## src/rtl/core/krc_math.sv

```systemverilog
// ----------------------------------------------------------------------------
// krc_math
// Serial divide, plus a square root in tau-b mode, producing the saturated Q1.15 tau.
// ----------------------------------------------------------------------------
module krc_math #(
	parameter int unsigned CW = 15
) (
	input  logic          clk,
	input  logic          arst_n,
	input  logic          start,
	input  logic          tieb,
	input  logic          neg,
	input  logic [CW-1:0] mag,
	input  logic [CW-1:0] n3,
	input  logic [CW-1:0] a,
	input  logic [CW-1:0] b,
	output logic          done,
	output logic [15:0]   tau
);

	localparam int unsigned DW  = 2 * CW + 30;
	localparam int unsigned DCW = $clog2(DW + 1);

	typedef enum logic [2:0] {M_IDLE, M_MUL, M_LOAD, M_DIV, M_SQRT, M_DONE} mstate_t;

	mstate_t          state_q;
	logic             tieb_q, neg_q;
	logic [CW-1:0]    mag_q, n3_q, a_q, b_q;
	logic [2*CW-1:0]  num_q, den_q;
	logic [DW-1:0]    dvd_q, quot_q;
	logic [2*CW:0]    rem_q;
	logic [DCW-1:0]   cnt_q;
	logic [31:0]      v_q, res_q, bit_q;

	logic [2*CW:0]    rem_sh;
	logic             qbit;
	logic [31:0]      rb;
	logic [DW-1:0]    mc;
	logic [15:0]      tau_n;

	assign rem_sh = {rem_q[2*CW-1:0], dvd_q[DW-1]};
	assign qbit   = rem_sh >= {1'b0, den_q};
	assign rb     = res_q + bit_q;
	assign mc     = tieb_q ? DW'(res_q) : quot_q;

	always_comb begin
		if (neg_q) begin
			tau_n = (mc > DW'(32768)) ? 16'h8000 : (~mc[15:0]) + 16'd1;
		end else begin
			tau_n = (mc > DW'(32767)) ? 16'h7fff : mc[15:0];
		end
	end

	always_ff @(posedge clk or negedge arst_n) begin
		if (!arst_n) begin
			state_q <= M_IDLE;
		end else begin
			case (state_q)
				M_IDLE: begin
					if (start) begin
						state_q <= M_MUL;
					end
				end
				M_MUL:  state_q <= M_LOAD;
				M_LOAD: state_q <= M_DIV;
				M_DIV: begin
					if (cnt_q == DCW'(1)) begin
						state_q <= tieb_q ? M_SQRT : M_DONE;
					end
				end
				M_SQRT: begin
					if (bit_q == '0) begin
						state_q <= M_DONE;
					end
				end
				M_DONE:  state_q <= M_IDLE;
				default: state_q <= M_IDLE;
			endcase
		end
	end

	always_ff @(posedge clk) begin
		case (state_q)
			M_IDLE: begin
				tieb_q <= tieb;
				neg_q  <= neg;
				mag_q  <= mag;
				n3_q   <= n3;
				a_q    <= a;
				b_q    <= b;
			end
			M_MUL: begin
				num_q <= tieb_q ? mag_q * mag_q : (2*CW)'(mag_q);
				den_q <= tieb_q ? a_q * b_q : (2*CW)'(n3_q);
			end
			M_LOAD: begin
				dvd_q <= DW'(num_q) << (tieb_q ? 30 : 15);
				rem_q <= '0;
				cnt_q <= DCW'(DW);
			end
			M_DIV: begin
				dvd_q  <= dvd_q << 1;
				rem_q  <= qbit ? rem_sh - {1'b0, den_q} : rem_sh;
				quot_q <= {quot_q[DW-2:0], qbit};
				cnt_q  <= cnt_q - DCW'(1);
				// integer part of the ratio is capped at one
				v_q    <= {1'b0, |{quot_q[DW-2:29]}, quot_q[28:0], qbit};
				res_q  <= '0;
				bit_q  <= 32'h4000_0000;
			end
			M_SQRT: begin
				if (bit_q != '0) begin
					if (v_q >= rb) begin
						v_q   <= v_q - rb;
						res_q <= (res_q >> 1) + bit_q;
					end else begin
						res_q <= res_q >> 1;
					end
					bit_q <= bit_q >> 2;
				end
			end
			M_DONE: begin
			end
			default: begin
			end
		endcase
	end

	assign done = (state_q == M_DONE);
	assign tau  = tau_n;

endmodule

```

## config.mk

```make
export PLATFORM = sky130hd
export DESIGN_NAME = krc_math
export DESIGN_NICKNAME = d
export VERILOG_FILES = /design/src/rtl/core/krc_math.sv
export SDC_FILE = /design/constraint.sdc
export NUM_CORES = 2
export LEC_CHECK = 0
export BUFFER_PORTS_ARGS = -buffer_cell sky130_fd_sc_hd__buf_2
export CAP_MARGIN = 10
export CORE_ASPECT_RATIO = 0.9
export CORE_MARGIN = 1.5
export CORE_UTILIZATION = 33
export CTS_CLUSTER_SIZE = 40
export DETAILED_ROUTE_END_ITERATION = 7
export PLACE_DENSITY = 0.6
export RECOVER_POWER = 25
export SLEW_MARGIN = 40
export SYNTH_ARGS = -nofsm -noshare
export SYNTH_HDL_FRONTEND = slang
export SYNTH_SLANG_ARGS = --single-unit
```

## constraint.sdc

```tcl
create_clock -name clk -period 9.9 [get_ports clk]
set_input_delay 1.98 -clock clk [delete_from_list [all_inputs] [get_ports clk]]
set_output_delay 1.98 -clock clk [all_outputs]
set_load 0.05 [all_outputs]
```

==> metrics list <==
* Nature of the critical path startpoint: flip-flop
* Post-synth top area cell: edfxtp_1
- Primary flip-flop cell chosen by synthesis mapping: edfxtp_1
- Resized cells post-CTS: 0
* Multiplexer share of the synthesized area: approximately 2.4%
* Starting density of the core: 33.5%
- TritonCTS built the clock tree.
- For this run, the detailed router's first-pass iteration total came to 6.
- Entering global routing, the biggest net connects 96 pins.
- In the synthesized netlist, the number of instances is ~3300.
- The number of pins with negative max-slew slack in the final report was 0.
- In this run the count of I/O pins placed on the die edge is 82.
- The floorplan step defined a die boundary enclosing a little over 100000 µm².
- Of the cells placed in the final design, the portion with a size suffix greater than 1 is ~6.3%.
- Average detailed-routed wire length per instance: between 15 and 20 µm
- The critical path is of the flip-flop to flip-flop type.
- Distinct cell type count of the synthesized netlist: 85
* Avg Synthesized Cell Area: between 9 and 10 µm²
- Total global routing track utilization: about 15%
* Vias in the first global route: around 23000
- At the later pin of the worst-skew pair, clock insertion delay measures between 0.5 and 0.6 ns.
- The clock net in this run drives a total of roughly 350 sinks.
* Syn Nets: 3987
- Clock-pin slew was measured on the worst setup and hold paths at approximately 0.06 ns.
- The mapped netlist covers around 33000 µm².
* Maximum Capacitance Violations: 0
- The Yosys step of the flow raised 0 warnings.
* Wire length of the first global-routing pass: around 130000 µm
- Complex-gate fraction of the synthesized area: between 10% and 20%
* Routed vias: 23200
- The region available for standard cell placement spans about 99000 µm².
* Non-filler instance count after layout: 4708
- Number of instances in the placed design: between 4000 and 5000
- TNS Setup: 0 ns
- Along the worst path, the maximum fanout reaches 16.
- The path class of the tightest hold or removal check is flip-flop to flip-flop.
* Global-route congestion overflow total: 0
* Postcts setup bufs: 0
- Fraction of the mapped netlist area in adder cells: between 20% and 30%
- TritonCTS buffer count: 41
- After clock tree synthesis, the flow added hold-fix buffers numbering 0.
* Minimum period implied by the final worst setup slack: a little under 7 ns
- Kind of end point of the critical path: flip-flop
- Number of enable-type register cells in the synthesized netlist: ~340
- Async S/R FF share, synth: less than 1%
- Initial antenna violation count: 4
- Worst-Margin Slew: roughly 1.3 ns
* CTS max path bufs: 3
* Post-synth top area share: between 30% and 40%
* Fraction of the cycle the final worst path needs: 69.1%
* Unrepaired setup endpoints after global routing: no
- After detailed routing, the number of vias per cell comes to ~5.
- The run finished with clean final reports.
- After Yosys synthesis, and, or, nand and nor cells account for 14.1% of the synthesized area.
* Number of buffers inserted by port buffering: between 80 and 90
- Overall die height: between 300 and 400 µm
- Ranked by total cell area, the synthesized netlist is headed by edfxtp_1 31%, fa_1 19%, ha_1 11%, inv_1 5.4%, nand2_1 4.3%.
- The setup check on the worst reg-to-reg path leaves a slack of a little over 3 ns.
- Sequential cell area fraction in the yosys report: roughly a third
- Hold violation count in the final report: 0
* Final-stage net count: around 4000
- Final count of negative-setup-slack endpoints: 0
- Based on the critical path, the design can be clocked at up to about 150 MHz.
- Of the total synthesized cell area, the portion taken by XOR and XNOR cells is under 10%.
- Die Span X: about 340 µm
- Level count of the clock H-tree: 2
- Main combinational cell family by area after synthesis: adder cells
- Layout overhead on the synthesized area: 9.14%
* Post-synthesis register bit count: 347
- After detailed routing, the total wire length is around 77000 µm.
- Worst slew margin relative to its limit: roughly 10%
- Drt initial violations: between 1500 and 2000
- Once detail routing completed, the nets flagged for antenna violations numbered 0.
- Final weighted congestion in routability-driven placement: approximately 0.84
- Final Skew: 0.0305 ns
- Once detailed placement completed, the half-perimeter wirelength came to slightly below 60000 µm.
* Data required time at the worst endpoint: a little over 10 ns
- Data on the critical path arrives at its endpoint at 7.16 ns.
* Buffer type at the clock tree root: clkbuf_16
* # rows: between 100 and 150
- Total DRC errors in the routed layout: 0
[state kept, by name (all words and copies together) (netlist names), 16 cells and up]
register and flops:
v_q 32, quot_q 60, res_q 32, den_q 30
bit_q 16, rem_q 30, dvd_q 46, num_q 30
[cell usage after synthesis (all sizes together) (19+ instances only)]
master  number
and3        35
mux2i       56
a21o        76
o21bai      23
edfxtp     344
clkbuf     116
nor3        45
nand2b      22
nor4        21
xnor2       81
mux2        20
xor2        62
inv        473
nor2b       23
and2       195
a31oi       29
a31o        19
a211oi      36
o21ai      155
a21oi      137
ha         285
fa         306
nor2       143
nand2      376
nand3       40
[per-stage QoR]
| stage | setup WS [ns] | utilization, % | hold WS (ns) | area, µm² |
|---|---|---|---|---|
| 3_3_place_gp | 3.08 | 35.2 | 0.432 | 34800 |
| 2_1_floorplan | 2.34 | - | 0.427 | 33000 |
| 5_1_grt | 2.70 | 36.5 | 0.467 | 36100 |
| 6_report | 3.06 | 36.5 | 0.452 | 36100 |
| 4_1_cts | 2.98 | 36.5 | 0.455 | 36000 |
| 3_5_place_dp | 3.02 | 35.2 | 0.436 | 34800 |
[cell type report]
class / count / area [µm²]
Timing Repair Buffer: 99 / 554
Fill cell: 9911 / 62700
Multi-Input combinational cell: 2382 / 20400
Inverter: 474 / 1780
Clock inverter: 28 / 189
Sequential cell: 347 / 10400
Clock buffer: 45 / 1060
Tap cell: 1332 / 1670
Antenna cell: 1 / 2.50
[routing by layer]
| layer | up-vias | part of all wire, % | GRT usage (%) | routed length (µm) |
|---|---|---|---|---|
| met5 | - | 0.017 | 0 | 13 |
| met4 | 2 | 2.2 | 3.99 | 1700 |
| met3 | 110 | 4.7 | 2.01 | 3670 |
| met2 | 471 | 43 | 23.4 | 33000 |
| met1 | 11300 | 50 | 23.2 | 39100 |
| li1 | 11400 | - | - | - |
[layout by cell type (no fill, tap or decap), types with 9 or more instances in the layout]
cell,n
clkinv_1,9
inv_1,471
nand2b_1,22
a22oi_1,13
o211ai_1,17
nor2b_1,23
and2_1,193
o31ai_1,17
xor2_1,62
o21bai_1,23
o21a_1,17
a31oi_1,27
xnor2_1,81
a21o_1,74
nand3_1,40
edfxtp_1,344
mux2i_1,56
ha_1,285
or3_1,12
o21ai_0,155
fa_1,306
buf_4,12
a21oi_1,135
clkbuf_1,13
clkbuf_16,42
nand2_1,374
a211oi_1,34
nor2_1,143
nor4_1,21
a31o_2,18
buf_2,73
mux2_2,20
nor3_1,45
nand4_1,17
and3_1,35
[worst max-delay path: stages (launching register included)]
cell	delay [ns]
edfxtp_1	0.75
and2_1	0.26
inv_1	0.07
fa_1	0.53
inv_1	0.05
fa_1	0.50
fa_1	0.54
fa_1	0.53
fa_1	0.55
inv_1	0.06
fa_1	0.52
inv_1	0.04
ha_1	0.32
nand2_1	0.11
or4_4	0.51
a21bo_1	0.23
or3_4	0.34
and3_1	0.15
or4_1	0.51
[worst paths after layout]
| kind | startpoint | end | depth (start not counted) |
|---|---|---|---|
| max in group asynchronous | arst_n | state_q[2] | 1 |
| setup / recovery | mag_q[14] | num_q[28] | 18 |
| hold reg to reg | quot_q[35] | quot_q[36] | 0 |
| hold / removal | quot_q[35] | quot_q[36] | 0 |
| min in group asynchronous | arst_n | state_q[1] | 1 |
| setup reg to reg | mag_q[14] | num_q[28] | 18 |
[cell families (layout without fill, tap and decap cells)]
family / Yosys count / after routing
adders and majority gates: 591 / 591
other: 1 / 2
DFF: 347 / 347
AOI/OAI and AO/OA: 610 / 610
muxes: 76 / 76
xor gates and xnor gates: 143 / 143
and+or+nand+nor: 961 / 961
buffers and inverters: 602 / 646
Power is left out: the tool's default activity adds up to more than one toggle a clock period on the data nets, which glitch-free logic cannot reach.
