--- src/rtl/core/krc_pkg.sv ---
// ----------------------------------------------------------------------------
// krc_pkg
// Shared types for the rank correlation engine.
// ----------------------------------------------------------------------------
package krc_pkg;

	// control bits that travel with a pair down the cell chain
	typedef struct packed {
		logic act;   // slot holds a request
		logic keep;  // pair was taken into the store
		logic last;  // final pair of the set
	} tok_ctl_t;

	localparam int unsigned OutW = 80;

endpackage

--- src/rtl/core/krc_cell.sv ---
// ----------------------------------------------------------------------------
// krc_cell
// One store slot: holds a pair, compares passing pairs, forwards the token.
// ----------------------------------------------------------------------------
module krc_cell #(
	parameter int unsigned IDX  = 0,
	parameter int unsigned SW   = 16,
	parameter int unsigned IDXW = 8,
	parameter int unsigned TW   = 8
) (
	input  logic              clk,
	input  logic              arst_n,
	input  krc_pkg::tok_ctl_t ctl_in,
	input  logic [IDXW-1:0]   idx_in,
	input  logic [SW-1:0]     x_in,
	input  logic [SW-1:0]     y_in,
	input  logic [TW-1:0]     c_in,
	input  logic [TW-1:0]     d_in,
	input  logic [TW-1:0]     tx_in,
	input  logic [TW-1:0]     ty_in,
	output krc_pkg::tok_ctl_t ctl_out,
	output logic [IDXW-1:0]   idx_out,
	output logic [SW-1:0]     x_out,
	output logic [SW-1:0]     y_out,
	output logic [TW-1:0]     c_out,
	output logic [TW-1:0]     d_out,
	output logic [TW-1:0]     tx_out,
	output logic [TW-1:0]     ty_out
);

	logic [SW-1:0] sx_q, sy_q;
	logic          live, cmp, wr, conc, disc;

	assign live = ctl_in.act & ctl_in.keep;
	// slot holds an earlier pair of the set only if its index is below the token's
	assign cmp  = live & (idx_in > IDXW'(IDX));
	assign wr   = live & (idx_in == IDXW'(IDX));
	assign conc = (sx_q > x_in && sy_q > y_in) || (sx_q < x_in && sy_q < y_in);
	assign disc = (sx_q > x_in && sy_q < y_in) || (sx_q < x_in && sy_q > y_in);

	always_ff @(posedge clk) begin
		if (wr) begin
			sx_q <= x_in;
			sy_q <= y_in;
		end
		idx_out <= idx_in;
		x_out   <= x_in;
		y_out   <= y_in;
		c_out   <= c_in  + TW'(cmp & conc);
		d_out   <= d_in  + TW'(cmp & disc);
		tx_out  <= tx_in + TW'(cmp & (sx_q == x_in));
		ty_out  <= ty_in + TW'(cmp & (sy_q == y_in));
	end

	always_ff @(posedge clk or negedge arst_n) begin
		if (!arst_n) begin
			ctl_out <= '0;
		end else begin
			ctl_out <= ctl_in;
		end
	end

endmodule

--- config.mk ---
export PLATFORM = sky130hd
export DESIGN_NAME = krc_cell
export DESIGN_NICKNAME = d
export VERILOG_FILES = /design/src/rtl/core/krc_pkg.sv /design/src/rtl/core/krc_cell.sv
export SDC_FILE = /design/constraint.sdc
export NUM_CORES = 1
export LEC_CHECK = 0
export ABC_CLOCK_PERIOD_IN_PS = 2650
export BUFFER_PORTS_ARGS = -buffer_cell sky130_fd_sc_hd__buf_4
export CAP_MARGIN = 10
export CORE_MARGIN = 4
export CORE_UTILIZATION = 40
export CTS_CLUSTER_SIZE = 10
export DETAILED_ROUTE_END_ITERATION = 8
export PLACE_DENSITY = 0.7
export SYNTH_ARGS = -nofsm -noshare
export SYNTH_HDL_FRONTEND = slang
export SYNTH_SLANG_ARGS = --single-unit
export TNS_END_PERCENT = 100
--- constraint.sdc ---
create_clock -name clk -period 2.65 [get_ports clk]
set_clock_uncertainty 0.05 [all_clocks]
set_input_delay 0.3975 -clock clk [delete_from_list [all_inputs] [get_ports clk]]
set_output_delay 0.3975 -clock clk [all_outputs]
set_load 0.05 [all_outputs]
==> results of run 1 <==
## layout make-up
| type | instances | area [µm²] | area share |
|---|---|---|---|
| clock buffer | 10 | 128 | 0.0217 |
| clock inverter | 6 | 47.5 | 0.00809 |
| inverter | 34 | 128 | 0.0217 |
| multi-input combinational | 154 | 1500 | 0.256 |
| sequential | 107 | 2480 | 0.422 |
| tap | 129 | 161 | 0.0275 |
| timing repair buffer | 189 | 1430 | 0.243 |
## flip-flops by register name, indices dropped and copies added, names as in the netlist
| name | cells |
|---|---|
| tx_out | 8 |
| x_out | 16 |
| sy_q | 16 |
| c_out | 8 |
| ctl_out | 3 |
| sx_q | 16 |
| y_out | 16 |
| ty_out | 8 |
| idx_out | 8 |
| d_out | 8 |
## layout by cell type (no fill, tap or decap), types with 2 or more instances in the layout
cell type	n
buf_4	186
dfxtp_1	72
edfxtp_1	32
inv_1	30
ha_1	26
nand2_1	17
xnor2_1	16
ha_4	13
nand3_1	12
a21oi_1	10
clkbuf_8	9
xor2_1	8
nand4_1	6
nor2_1	5
inv_2	4
o21ai_0	4
and4_1	4
and3_4	3
dfrtp_1	3
nand4_4	2
nor4_1	2
a221oi_2	2
and3_1	2
nand3_2	2
clkinv_4	2
inv_6	2
buf_6	2
## kinds of logic after synthesis
family | count (synthesis)
flops | 107
simple gates | 66
fa+ha+maj | 40
buf+inv | 34
compound gates | 24
xor+xnor | 24
## power by group
group | internal (mW) | switching, mW | total (mW)
Combinational | 0.235 | 0.367 | 0.602
Clock | 0.351 | 0.535 | 0.886
Sequential | 1.75 | 0.0180 | 1.77
Total | 2.33 | 0.920 | 3.25
## metrics by stage
step                TNS (ns)  hold slack (ns)  cell area, µm²  power, mW
floorplan             -0.342           0.0519            3920       2.11
global placement       -3.99            0.145            5470       2.38
detailed placement     -4.52            0.148            5470       2.39
CTS                    -1.71           0.0726            5810       3.30
global route           -2.89           0.0673            5870       3.40
finish                 -1.09           0.0975            5870       3.25
## synthesized netlist by cell type (all sizes together) (2+ instances only)
library cell and instances:
and3 5, nor2 7, ha 40, o21ai 5, nand2 17, xnor2 16
xor2 8, nand3 14, nand2b 2, a221oi 2, nand4 8, inv 34
dfrtp 3, nor4 4, a21oi 12, dfxtp 72, edfxtp 32, and4 5
## worst max path at each step
stage	start	endpoint	slack, ns	cells past startpoint
6_report	sx_q[9]	d_out[6]	-0.25	12
5_1_grt	sx_q[11]	d_out[6]	-0.39	12
4_1_cts	sx_q[12]	d_out[6]	-0.35	12
3_5_place_dp	x_in[10]	d_out[6]	-0.51	14
3_3_place_gp	x_in[10]	d_out[6]	-0.46	14
2_1_floorplan	sx_q[10]	d_out[6]	-0.16	12
## layer usage
metal  vias to the layer above  share of wire
met5                         -              0
met4                         0          0.020
met3                        13          0.076
met2                       107           0.50
met1                      1288           0.40
li1                       1418              -
## what timing repair did
item | CTS | global route
setup buffers | 4 | 1
resized for setup | 20 | 7
pin swaps | 25 | 11
endpoints found under the setup margin | 15 | 18
hold endpoints to repair | 3 | 0
hold buffers | 1 | 0
==> results.toml, run 1 <==
[logic_synthesis]
syn_inst = 295
synth_area_per_cell_um2 = 13.0
synth-seq-area-share = 0.644
synth_top_family_by_area = "adder cells"
synthAdderAreaFrac = 0.130
synthSimpleGateAreaFrac = 0.100
async_reset_ff_frac = 0.0280
syn-num-nets = 412
synth_xor_area_frac = 0.0546
yosysTopAreaCell = "dfxtp_1"
synth_area_um2 = 3850
ys.flop_type = "dfxtp_1"
synth_compound_area_frac = 0.0380
synth_mux_area_frac = 0
synth_warnings = 0
synth_seq_cells = 107
synth_edf_count = 32
synthTopCellsByArea = "dfxtp_1 37%, edfxtp_1 25%, ha_1 13%"
synth_top_area_share = 0.375
synthDistinctLibCells = 34

[hold_path]
worstHoldStart = "ctl_in[0]"
hold_class = "in2reg"
hold_depth = 1
hold_path_end = "ctl_out[0]"

[setup_path]
worstReg2RegEnd = "d_out[6]"
cp_common_cell = "ha_4"
endpoint_kind = "register"
critPathArrivalTime_ns = 3.09
rr_worst_depth = 12
critical_path_class = "reg2reg"
worst-path-max-fanout = 3
cp_top_family = "simple AND/OR/NAND/NOR gates"
timing.rr.start = "sx_q[9]"
reg2reg_slack_ns = -0.25
cp_cell_sequence = "ha_4 > nand4_4 > nor4_4 > a21bo_1 > and3_4 > or3_4 > a21oi_4 > ha_4 > ha_4 > and3_4 > nand3_2 > xnor2_1"
worstPathRequired_ns = 2.84
cp_slowest_stage_delay_ns = 0.43
critPathSlowestCell = "edfxtp_1"
setup.worst_path.start_class = "register"
cp_num_buf_inv = 0

[finish]
fin_util = 0.633
instances_no_fill = 629
nets = 612
drive_above_1_share = 0.480
syn2layout_area_growth_pct = 52.7
antenna_cells = 0
n_fill_cell = 761

[global_route]
grt_first_pass_wirelength_mm = 13.5
grtUsageMet1 = 0.163
grt_busiest_layer = "met2"
grt_use_total = 0.150
antenna_found_initial = 0
grt_pass1_vias = 2982
grt_start_max_net_pins = 33
overflow = 0
grtUsageMet3 = 0.0419
grtUsageMet2 = 0.274

[run_status]
violations = "setup timing"
status = "complete, but fails checks"

[sta]
rsz0062_at_grt = "yes"
fin_crit_sh = 1.09
finalWorstSetupSlack_ns = -0.251
drv_slew = 0
clock.fmax_mhz = 345
hold_viol = 0
relSlewSlack = 0.706
finalSetupViolations = 7
tightestPinTransition_ns = 0.441
min_period_ns = 2.90

[clocking]
cts_tree = "yes"
path_clk_slew_ns = 0.10
root_buffer = "clkbuf_8"
cts.sinks = 107
h-tree-depth = 3
clk-insertion-delay-late_ns = 0.36
cts_max_path_buffers = 2
cts_made_buffers = 9

[floorplan]
start_util = 0.414
die_w_um = 106
num_rows = 35
io_pins = 152
core_area_um2 = 9280
die_h_um = 106
design.die.area_um2 = 11300

[place]
hpwl_mm = 6.73
dp_cells = 608
finalWeightedCongestion = 0.757
portBuffers = 151
pre_cts_ws_ns = -0.510

[power_and_ir_drop]
power_density_nw_per_um2 = 554
leakagePower_nw = 2.68
ir_drop_mv = 0.340

[run]
maxCapViolations = 0

[routing]
vias = 2826
drc = 0
first_iter_violations = 47
ant_nets = 0
routed_wl_mm = 8.40
vias_per_cell = 4.49
dr.pass1.iters = 3
avgRoutedWirePerCell_um = 13.4
No activity file was read; power rests on OpenSTA's default activity.
==> run 2, diff against run 1 <==
--- a/config.mk
+++ b/config.mk
@@ -5,9 +5,8 @@
 export SDC_FILE = /design/constraint.sdc
 export NUM_CORES = 1
 export LEC_CHECK = 0
-export ABC_CLOCK_PERIOD_IN_PS = 2650
+export ABC_CLOCK_PERIOD_IN_PS = 2350
 export BUFFER_PORTS_ARGS = -buffer_cell sky130_fd_sc_hd__buf_4
-export CAP_MARGIN = 10
 export CORE_MARGIN = 4
 export CORE_UTILIZATION = 40
 export CTS_CLUSTER_SIZE = 10
==> constraint.sdc (replaced) <==
create_clock -name clk -period 2.35 [get_ports clk]
set_clock_uncertainty 0.05 [all_clocks]
set_input_delay 0.3525 -clock clk [delete_from_list [all_inputs] [get_ports clk]]
set_output_delay 0.3525 -clock clk [all_outputs]
set_load 0.05 [all_outputs]
==> run 2 against run 1 <==
Net effect: sequential cell count unchanged; critical path depth unchanged; global-route usage down 0.41 points; first-iteration DRC count increased by 57%; sequential power is 12% higher; cell count fell by 0.48%; worst hold slack worse by 0.039 ns; the flow still finishes with violations (setup timing); highest routed layer unchanged; non-clock buffer count shrank 3; register-to-register slack got worse by 0.28 ns; sequential share of layout area increased by 0.48 points; die area stayed put.
==> results.toml, run 2 (synthesis gave the netlist of run 1 again) <==
[setup_path]
cp_cell_sequence = "ha_4 > nand4_4 > nor4_4 > a21bo_1 > and3_4 > or3_4 > a21oi_2 > ha_2 > ha_4 > and3_4 > nand3_2 > xnor2_1"
cp_slowest_stage_delay_ns = 0.43
critical_path_class = "reg2reg"
worstPathRequired_ns = 2.55
endpoint_kind = "register"
critPathArrivalTime_ns = 3.09
worst-path-max-fanout = 3
critPathSlowestCell = "edfxtp_1"
setup.worst_path.start_class = "register"

[finish]
nets = 609
syn2layout_area_growth_pct = 51.0
instances_no_fill = 626
final_cell_mix = "182 x buf_4, 72 x dfxtp_1, 34 x inv_1, 32 x edfxtp_1, 28 x ha_1"
regArea_um2 = 2480
n_fill_cell = 753
multiInputGateArea_um2 = 1430
drive_above_1_share = 0.461
final_area_um2 = 5810
final_common_cell = "buf_4"
antenna_cells = 0

[floorplan]
num_rows = 35
design.die.area_um2 = 11300
die_w_um = 106
die_h_um = 106
core_area_um2 = 9280
io_pins = 152
start_util = 0.414

[routing]
ant_nets = 0
vias = 2778
avgRoutedWirePerCell_um = 13.3
drc = 0
routed_wl_mm = 8.33
first_iter_violations = 74
dr.pass1.iters = 4
vias_per_cell = 4.44

[global_route]
grt_first_pass_wirelength_mm = 13.0
overflow = 0
grt_start_max_net_pins = 33
grt_pass1_vias = 2770
grt_use_total = 0.146
antenna_found_initial = 0

[sta]
drv_slew = 0
tightestPinTransition_ns = 0.426
hold_viol = 0
min_period_ns = 2.88
finalSetupViolations = 23
relSlewSlack = 0.715
hold_slack_ns = 0.0589
rsz0062_at_grt = "yes"
fin_crit_sh = 1.23
clock.fmax_mhz = 347
finalWorstSetupSlack_ns = -0.534

[place]
dp_cells = 608
hpwl_mm = 6.62
finalWeightedCongestion = 0.752
postPlaceCellArea_um2 = 5510
portBuffers = 151

[run_status]
status = "complete, but fails checks"
violations = "setup timing"

[clocking]
cts_max_path_buffers = 2
root_buffer = "clkbuf_8"
h-tree-depth = 3
clk-insertion-delay-late_ns = 0.35
cts_tree = "yes"
cts_made_buffers = 9
cts.sinks = 107
path_clk_slew_ns = 0.11

[power_and_ir_drop]
power_density_nw_per_um2 = 651
ir_drop_mv = 0.379
leakagePower_nw = 2.68

[hold_path]
hold_class = "in2reg"

[run]
maxCapViolations = 0
==> run 2: changes by cell type in the layout (fill, tap and decap cells not counted), sizes merged <==
cell	previous run	this run
bufinv	0	1
clkinv	3	2
buf	188	185
inv	36	37
clkinvlp	1	0
==> run 2: power breakdown <==
part	switching (mW)	leakage (nW)	internal (mW)	total, mW
logic	0.403	1.65	0.254	0.657
registers	0.0211	0.930	1.97	1.99
clock network	0.627	0.102	0.506	1.13
==> run 2: metrics by stage <==
step | total power [mW] | worst slack [ns] | utilization | setup TNS [ns]
after global placement | 2.68 | -0.637 | 0.594 | -8.27
after global routing | 3.96 | -0.684 | 0.626 | -9.14
after CTS | 3.84 | -0.558 | 0.621 | -6.59
after floorplan | 2.39 | -0.434 | - | -8.26
after detailed placement | 2.69 | -0.674 | 0.594 | -9.35
final | 3.78 | -0.534 | 0.626 | -5.51
==> run 2: timing repair <==
| item | CTS | global route |
|---|---|---|
| endpoints found under the setup margin | 26 | 27 |
| hold buffers | 1 | 0 |
| pin swaps | 11 | 6 |
| buffers inserted | 0 | 1 |
| resized for setup | 7 | 5 |
| hold endpoints to repair | 3 | 0 |
==> run 2: final cells by class <==
type | count | share of cell area
multi-input combinational | 154 | 0.245
sequential | 107 | 0.427
clock buffer | 10 | 0.0220
clock inverter | 6 | 0.0121
tap | 129 | 0.0278
inverter | 34 | 0.0220
timing repair buffer | 186 | 0.244
==> run 2: worst paths after layout <==
kind	start	end	slack (ns)	cells after the start
max	sx_q[8]	d_out[6]	-0.53	12
min	idx_in[4]	idx_out[4]	0.06	1
max reg2reg	sx_q[8]	d_out[6]	-0.53	12
min reg2reg	sx_q[15]	c_out[0]	0.90	6
max in group asynchronous	arst_n	ctl_out[2]	1.88	2
min in group asynchronous	arst_n	ctl_out[1]	0.26	2
==> run 2: worst max-delay path: cells and delay by family (launching register included) <==
kind / cells / cell delay (ns)
and+or+nand+nor: 6 / 1.16
adders and majority gates: 3 / 0.65
DFF: 1 / 0.43
AOI/OAI and AO/OA: 2 / 0.37
xor gates and xnor gates: 1 / 0.12
==> run 2: per-layer routing <==
metal,track usage,part of all wire,up-vias
li1,-,-,1411
met1,0.191,0.46,1257
met2,0.237,0.47,106
met3,0.0358,0.066,4
met4,0.0500,0.0076,0
met5,0,0,-
==> run 3, diff against run 2 <==
--- a/config.mk
+++ b/config.mk
@@ -8,10 +8,10 @@
 export ABC_CLOCK_PERIOD_IN_PS = 2350
 export BUFFER_PORTS_ARGS = -buffer_cell sky130_fd_sc_hd__buf_4
 export CORE_MARGIN = 4
-export CORE_UTILIZATION = 40
+export CORE_UTILIZATION = 43
 export CTS_CLUSTER_SIZE = 10
 export DETAILED_ROUTE_END_ITERATION = 8
-export PLACE_DENSITY = 0.7
+export PLACE_DENSITY = 0.75
 export SYNTH_ARGS = -nofsm -noshare
 export SYNTH_HDL_FRONTEND = slang
 export SYNTH_SLANG_ARGS = --single-unit
==> run 3 against run 2 <==
Net effect: the flow still finishes with violations (setup timing); first-iteration DRC count shrank 35%; global-route usage is 1.3 points higher; die area down 6.5%; worst hold slack got worse by 0.0052 ns; register-to-register slack improved by 0.04 ns; routed wire length rose by 3.6%; largest cell class unchanged.
==> results.toml, run 3 (synthesis gave the netlist of run 1 again) <==
[clocking]
cts_tree = "yes"
path_clk_slew_ns = 0.10
cts_made_buffers = 9
h-tree-depth = 3
root_buffer = "clkbuf_8"
cts_max_path_buffers = 2
clk-insertion-delay-late_ns = 0.35
cts.sinks = 107

[floorplan]
start_util = 0.441
num_rows = 34
design.die.area_um2 = 10500
die_h_um = 103
die_w_um = 103
core_area_um2 = 8720
io_pins = 152

[routing]
vias = 2900
ant_nets = 0
dr.pass1.iters = 4
routed_wl_mm = 8.64
first_iter_violations = 48
avgRoutedWirePerCell_um = 14.1
vias_per_cell = 4.72
drc = 0

[setup_path]
cp_num_buf_inv = 0
reg2reg_slack_ns = -0.49
cp_cell_sequence = "ha_4 > nand4_4 > nor4_4 > a21bo_1 > and3_4 > or3_4 > a21oi_4 > ha_4 > ha_4 > and3_4 > nand3_2 > xnor2_1"
worstPathRequired_ns = 2.55
critical_path_class = "reg2reg"
timing.rr.start = "sx_q[11]"
cp_top_family = "simple AND/OR/NAND/NOR gates"
rr_worst_depth = 12
path_depth = 12
cp_common_cell = "ha_4"
cp_slowest_stage_delay_ns = 0.42
critPathArrivalTime_ns = 3.04
endpoint_kind = "register"
critPathSlowestCell = "edfxtp_1"
cp-endpoint = "d_out[6]"
worst-path-max-fanout = 3
worstReg2RegEnd = "d_out[6]"
setup.worst_path.start_class = "register"
startpoint = "sx_q[11]"

[place]
dp_cells = 586
postPlaceCellArea_um2 = 5480
finalWeightedCongestion = 0.732
pre_cts_ws_ns = -0.698
portBuffers = 151
hpwl_mm = 6.48

[power_and_ir_drop]
power_density_nw_per_um2 = 607
ir_drop_mv = 0.347
leakagePower_nw = 2.74

[hold_path]
hold_depth = 1
hold_class = "in2reg"

[global_route]
grt_first_pass_wirelength_mm = 12.9
antenna_found_initial = 0
grt_start_max_net_pins = 33
grt_pass1_vias = 2830
overflow = 0
grt_use_total = 0.159

[sta]
finalSetupViolations = 22
finalWorstSetupSlack_ns = -0.493
drv_slew = 0
clock.fmax_mhz = 352
min_period_ns = 2.84
relSlewSlack = 0.727
fin_crit_sh = 1.21
tns_ns = -5.70
rsz0062_at_grt = "yes"
hold_viol = 0
tightestPinTransition_ns = 0.409

[finish]
fin_util = 0.691
nets = 618
final_area_um2 = 6030
instances_no_fill = 614
final_common_cell = "buf_4"
n_fill_cell = 616
antenna_cells = 0
drive_above_1_share = 0.506
syn2layout_area_growth_pct = 56.7
regArea_um2 = 2480
multiInputGateArea_um2 = 1640
final_cell_mix = "191 x buf_4, 72 x dfxtp_1, 34 x inv_1, 32 x edfxtp_1, 20 x ha_1"

[run]
maxCapViolations = 0

[run_status]
violations = "setup timing"
status = "complete, but fails checks"
## run 3: final cells by class
class                           instances  share of cell area
Clock inverter                          4             0.00457
Inverter                               34              0.0212
Timing Repair Buffer                  195               0.247
Clock buffer                           12              0.0224
Sequential cell                       107               0.411
Tap cell                              108              0.0224
Multi-Input combinational cell        154               0.272
## run 3: worst min-delay path by stage
stage	from	endpoint	slack (ns)
after floorplan	arst_n	ctl_out[0]	0.007
after global placement	arst_n	ctl_out[1]	0.1
after detailed placement	arst_n	ctl_out[1]	0.1
after CTS	idx_in[0]	idx_out[0]	0.03
after global routing	idx_in[2]	idx_out[2]	0.03
final	idx_in[2]	idx_out[2]	0.05
## run 3: metrics by stage
stage	power, mW	hold WS (ns)
after floorplan	2.39	0.00691
after global placement	2.68	0.0971
after detailed placement	2.69	0.0982
after CTS	3.69	0.0334
after global routing	3.82	0.0343
final	3.66	0.0536
## run 3: metal layers
metal,vias up,share of wire,track usage
met2,114,0.50,0.285
met3,13,0.091,0.0386
li1,1431,-,-
met1,1342,0.39,0.185
met4,0,0.018,0.0555
met5,-,0,0
## run 3: repair_timing
action                     4_1_cts  5_1_grt
pin swaps                       33       22
hold endpoints to repair         3        0
gates resized for setup         30       12
hold buffers                     1        0
setup buffers                    6        6
setup endpoints to repair       25       28
## run 3: report_power, final
| part | switching [mW] | internal, mW |
|---|---|---|
| clock | 0.586 | 0.389 |
| sequential | 0.0207 | 1.97 |
| combinational | 0.420 | 0.273 |
